[src/sv/binary_to_bcd_96bit_assert.svh]
// Assertion macros for the binary-to-BCD converter.
// Included by the top level; depends on nothing else.
`ifndef BINARY_TO_BCD_96BIT_ASSERT_SVH
`define BINARY_TO_BCD_96BIT_ASSERT_SVH

// Antecedent implies consequent a fixed number of cycles later.
`define B2BCD_ASSERT_DELAY(lbl, clk, rst_n, ante, dly, cons) \
    lbl: assert property (@(posedge clk) disable iff (!rst_n) \
        (ante) |-> ##dly (cons)) else $error("b2bcd: %m check failed");

// Antecedent implies consequent in the same cycle.
`define B2BCD_ASSERT_IMPL(lbl, clk, rst_n, ante, cons) \
    lbl: assert property (@(posedge clk) disable iff (!rst_n) \
        (ante) |-> (cons)) else $error("b2bcd: %m check failed");

`endif

[src/sv/b2bcd_pkg.sv]
// Shared types and constants of the binary-to-BCD converter.
// No dependencies.
package b2bcd_pkg;

    localparam int BIN_WIDTH_DEF   = 96;
    localparam int DIGIT_COUNT_DEF = 29;
    localparam int BIN_WIDTH_MAX   = 96;
    localparam int DIGIT_COUNT_MAX = 29;
    localparam int WORD_W          = 32;
    localparam int DIGIT_W         = 4;
    localparam int LOW_DIGITS      = 16;
    localparam int HIGH_DIGITS     = 13;

    typedef logic [DIGIT_W-1:0] t_digit;

    localparam t_digit DIGIT_HALF = t_digit'(5);
    localparam t_digit DIGIT_TEN  = t_digit'(10);

endpackage

[src/sv/b2bcd_cell.sv]
// One decimal digit cell: doubles its digit and adds the carry from below.
// Depends on b2bcd_pkg.
module b2bcd_cell (
    input  logic              i_clk,
    input  b2bcd_pkg::t_digit i_digit,
    input  logic              i_carry,
    output logic              o_carry,
    output b2bcd_pkg::t_digit o_digit
);
    import b2bcd_pkg::*;

    t_digit n_digit;
    t_digit r_digit;

    always_comb begin
        o_carry = (i_digit >= DIGIT_HALF);
        if (o_carry) begin
            n_digit = t_digit'({i_digit[DIGIT_W-2:0], i_carry} - DIGIT_TEN);
        end else begin
            n_digit = {i_digit[DIGIT_W-2:0], i_carry};
        end
    end

    always_ff @(posedge i_clk) begin
        r_digit <= n_digit;
    end

    assign o_digit = r_digit;

endmodule

[src/sv/b2bcd_stage.sv]
// One step of the converter: a row of digit cells fed by the next binary bit.
// Depends on b2bcd_pkg and b2bcd_cell.
module b2bcd_stage #(
    parameter int BIN_WIDTH   = b2bcd_pkg::BIN_WIDTH_DEF,
    parameter int DIGIT_COUNT = b2bcd_pkg::DIGIT_COUNT_DEF
) (
    input  logic                                     i_clk,
    input  logic                                     i_rst_n,
    input  logic                                     i_valid,
    input  logic [BIN_WIDTH-1:0]                     i_bits,
    input  b2bcd_pkg::t_digit [DIGIT_COUNT-1:0]      i_digits,
    output logic                                     o_valid,
    output logic [BIN_WIDTH-1:0]                     o_bits,
    output b2bcd_pkg::t_digit [DIGIT_COUNT-1:0]      o_digits
);
    import b2bcd_pkg::*;

    logic                 r_valid;
    logic [BIN_WIDTH-1:0] r_bits;
    logic [DIGIT_COUNT:0] carry;

    assign carry[0] = i_bits[BIN_WIDTH-1];

    for (genvar j = 0; j < DIGIT_COUNT; j++) begin : g_cell
        b2bcd_cell u_cell (
            .i_clk   (i_clk),
            .i_digit (i_digits[j]),
            .i_carry (carry[j]),
            .o_carry (carry[j+1]),
            .o_digit (o_digits[j])
        );
    end

    always_ff @(posedge i_clk) begin
        if (!i_rst_n) begin
            r_valid <= 1'b0;
        end else begin
            r_valid <= i_valid;
        end
    end

    always_ff @(posedge i_clk) begin
        r_bits <= {i_bits[BIN_WIDTH-2:0], carry[DIGIT_COUNT]};
    end

    assign o_valid = r_valid;
    assign o_bits  = r_bits;

endmodule

[config.mk]
export PLATFORM = sky130hd
export DESIGN_NAME = b2bcd_stage
export DESIGN_NICKNAME = d
export VERILOG_FILES = /design/src/sv/binary_to_bcd_96bit_assert.svh /design/src/sv/b2bcd_pkg.sv /design/src/sv/b2bcd_cell.sv /design/src/sv/b2bcd_stage.sv
export SDC_FILE = /design/constraint.sdc
export NUM_CORES = 1
export LEC_CHECK = 0
export BUFFER_PORTS_ARGS = -buffer_cell sky130_fd_sc_hd__buf_2
export CORE_AREA = 2 2 165 167
export CTS_BUF_LIST = sky130_fd_sc_hd__clkbuf_8
export DETAILED_ROUTE_END_ITERATION = 8
export DIE_AREA = 0 0 167 169
export GPL_TIMING_DRIVEN = 0
export PLACE_DENSITY_LB_ADDON = 0.12
export RECOVER_POWER = 100
export SLEW_MARGIN = 20
export SYNTH_ARGS = -nofsm -noshare
export SYNTH_HDL_FRONTEND = slang
export SYNTH_HIERARCHICAL = 1
export SYNTH_SLANG_ARGS = --single-unit
[constraint.sdc]
create_clock -name i_clk -period 1.1 [get_ports i_clk]
set_input_delay 0.22 -clock i_clk [delete_from_list [all_inputs] [get_ports i_clk]]
set_output_delay 0.22 -clock i_clk [all_outputs]
set_load 0.005 [all_outputs]
==> results.sh <==
export IMPL_status="finished with violations"
export IMPL_violations="hold timing, setup timing"
export IMPL_worst_setup_path_start_kind="flip-flop"
export IMPL_post_cts_buffers=0
export IMPL_placed_cells=1359
export IMPL_die_w_um=167
export IMPL_ant_nets=0
export IMPL_placementRows=60
export IMPL_place_congestion=0.746
export IMPL_cts_sinks=213
export IMPL_crit_cells=1
export IMPL_finalSetupViolCount=213
export IMPL_synth_area_um2=6740
export IMPL_dieArea_um2=28200
export IMPL_crit_chain="buf_2"
export IMPL_fin_cells=1647
export IMPL_setup_ws_ns=-0.0741
export IMPL_crit_buf_inv=1
export IMPL_syn_inst=591
export IMPL_criticalPathCategory="reg2out"
export IMPL_fp_coreArea_um2=26500
export IMPL_ys_ff_latch=213
export IMPL_critPathMaxFanout=1
export IMPL_peakVddDrop_v=0.00100
export IMPL_syn_nets=864
export IMPL_cp_slowest_cell="dfxtp_2"
export IMPL_worstMarginPinSlew_ns=0.389
export IMPL_grt_max_degree=10
export IMPL_drc=0
export IMPL_n_fill_cell=2566
export IMPL_drv_cap=0
export IMPL_yosysSeqAreaShare=0.633
export IMPL_placed_area_um2=9300
export IMPL_drive_above_1_share=0.390
export IMPL_cts_tree="yes"
export IMPL_critPathMaxStageDelay_ns=0.32
export IMPL_critPathCaptureType="primary output"
export IMPL_critPathTopFamily="flip-flops"
export IMPL_yosys_warnings=6
export IMPL_power_density_nw_per_um2=1500
export IMPL_min_path_cells=4
export IMPL_dp_hpwl_um=13800
export IMPL_synth_avg_cell_area_um2=11.4
export IMPL_layout_common_cells="buf_2 (350), dlygate4sd3_1 (224), dfxtp_1 (159)"
export IMPL_antenna_found_initial=0
export IMPL_grt_first_pass_wirelength_um=30200
export IMPL_final_area_um2=12500
export IMPL_cts_buffers=39
export IMPL_cp_data_arrival_time_ns=0.95
export IMPL_drtPass1Iterations=4
export IMPL_start_util=0.254
export IMPL_syn2layout_area_growth_pct=86.2
export IMPL_ys_types=10
export IMPL_drt_total_wl_um=19800
export IMPL_viasPerCell=3.79
export IMPL_grt_usage=0.132
export IMPL_layout_commonest_cell="buf_2"
export IMPL_rsz0062_at_grt="yes"
export IMPL_min_period_ns=1.17
export IMPL_drtIter0Drc=120
export IMPL_leakagePower_nw=6.28
export IMPL_clock_path_buffers=3
export IMPL_num_io_pins=428
export IMPL_final_max_slew_viol_count=0
export IMPL_whs_ns=-0.0288
export IMPL_finalPower_mw=18.8
export IMPL_fin_nets=1553
export IMPL_htreeDepth=2
export IMPL_yosysTopAreaCell="dfxtp_1"
export IMPL_numPortBuffers=427
export IMPL_clkTransAtPathRegs_ns=0.06
export IMPL_timing_fmax_mhz=852
export IMPL_overflow=0
export IMPL_grt_pass1_vias=6509
export IMPL_final_hold_viol_count=3
export IMPL_synth_area_leaders="dfxtp_1 (63%), ha_1 (11%), inv_1 (4.8%)"
export IMPL_cts_root_buf="clkbuf_8"
export IMPL_num_vias=6240
export IMPL_period_share=1.07
export IMPL_synth_top_cell_area_share=0.633
export IMPL_crit_required_ns=0.88
export IMPL_die_h_um=169
export IMPL_post_route_util=0.473
export IMPL_holdCritPathClass="in2reg"
export IMPL_slew_headroom=0.741
export IMPL_diodes=0
export IMPL_wl_per_cell_um=12.0
-- through the flow --
step | setup TNS, ns | setup slack, ns
after CTS | -18.76 | -0.114
after global routing | -21.00 | -0.127
final | -8.74 | -0.0741
after detailed placement | -3.33 | -0.149
after global placement | -3.05 | -0.144
after floorplan | 0 | 0.0927
-- power by group --
part           switching [mW]  total [mW]  internal (mW)
logic                    1.02        2.64           1.62
clock network            3.16        7.63           4.47
registers               0.160        8.52           8.36
total                    4.34        18.8           14.4
-- registers in the layout, indices dropped and copies added (netlist names) --
| register | cells |
|---|---|
| g_cell.u_cell/o_digit | 116 |
| o_bits | 96 |
| o_valid | 1 |
-- layout make-up --
cell class / instances / area (µm²) / share of cell area
Clock buffer: 56 / 771 / 0.0614
Clock inverter: 11 / 47.5 / 0.00379
Inverter: 87 / 327 / 0.0260
Multi-Input combinational cell: 291 / 2040 / 0.162
Sequential cell: 213 / 4330 / 0.345
Tap cell: 341 / 427 / 0.0340
Timing Repair Buffer: 648 / 4600 / 0.367
-- synthesized netlist by cell type --
cell type / count
nand2b_1: 29
and2_1: 1
mux2i_1: 29
a21oi_2: 29
nand2_1: 87
ha_1: 58
nor2_1: 29
xnor2_1: 29
dfxtp_1: 213
inv_1: 87
-- repair_timing --
action	CTS	global route
hold endpoints to repair	212	6
endpoints found under the setup margin	213	227
gates resized for setup	12	87
hold buffers	229	6
-- path summary, 6_finish.rpt --
| check | to | start |
|---|---|---|
| worst max-delay path | o_bits[21] | o_bits[21] |
| worst min-delay path | g_cell[19].u_cell/o_digit[3] | i_digits[78] |
-- cell families after synthesis --
logic type	after synthesis	share of synthesized area
AO/OA/AOI/OAI	29	0.0377
XOR/XNOR	29	0.0377
adder cells (fa/ha/maj)	58	0.108
buffers and inverters	87	0.0485
flip-flops	213	0.633
multiplexers	29	0.0431
AND/OR/NAND/NOR	146	0.0925
-- routing by layer --
metal	track usage	routed length, µm	part of all wire	vias up
li1	-	-	-	3187
met1	0.128	6950	0.35	2718
met5	0	0	0	-
met2	0.242	10100	0.51	273
met3	0.0563	2040	0.10	62
met4	0.0611	771	0.039	0
Power figures use the tool's default switching activity.
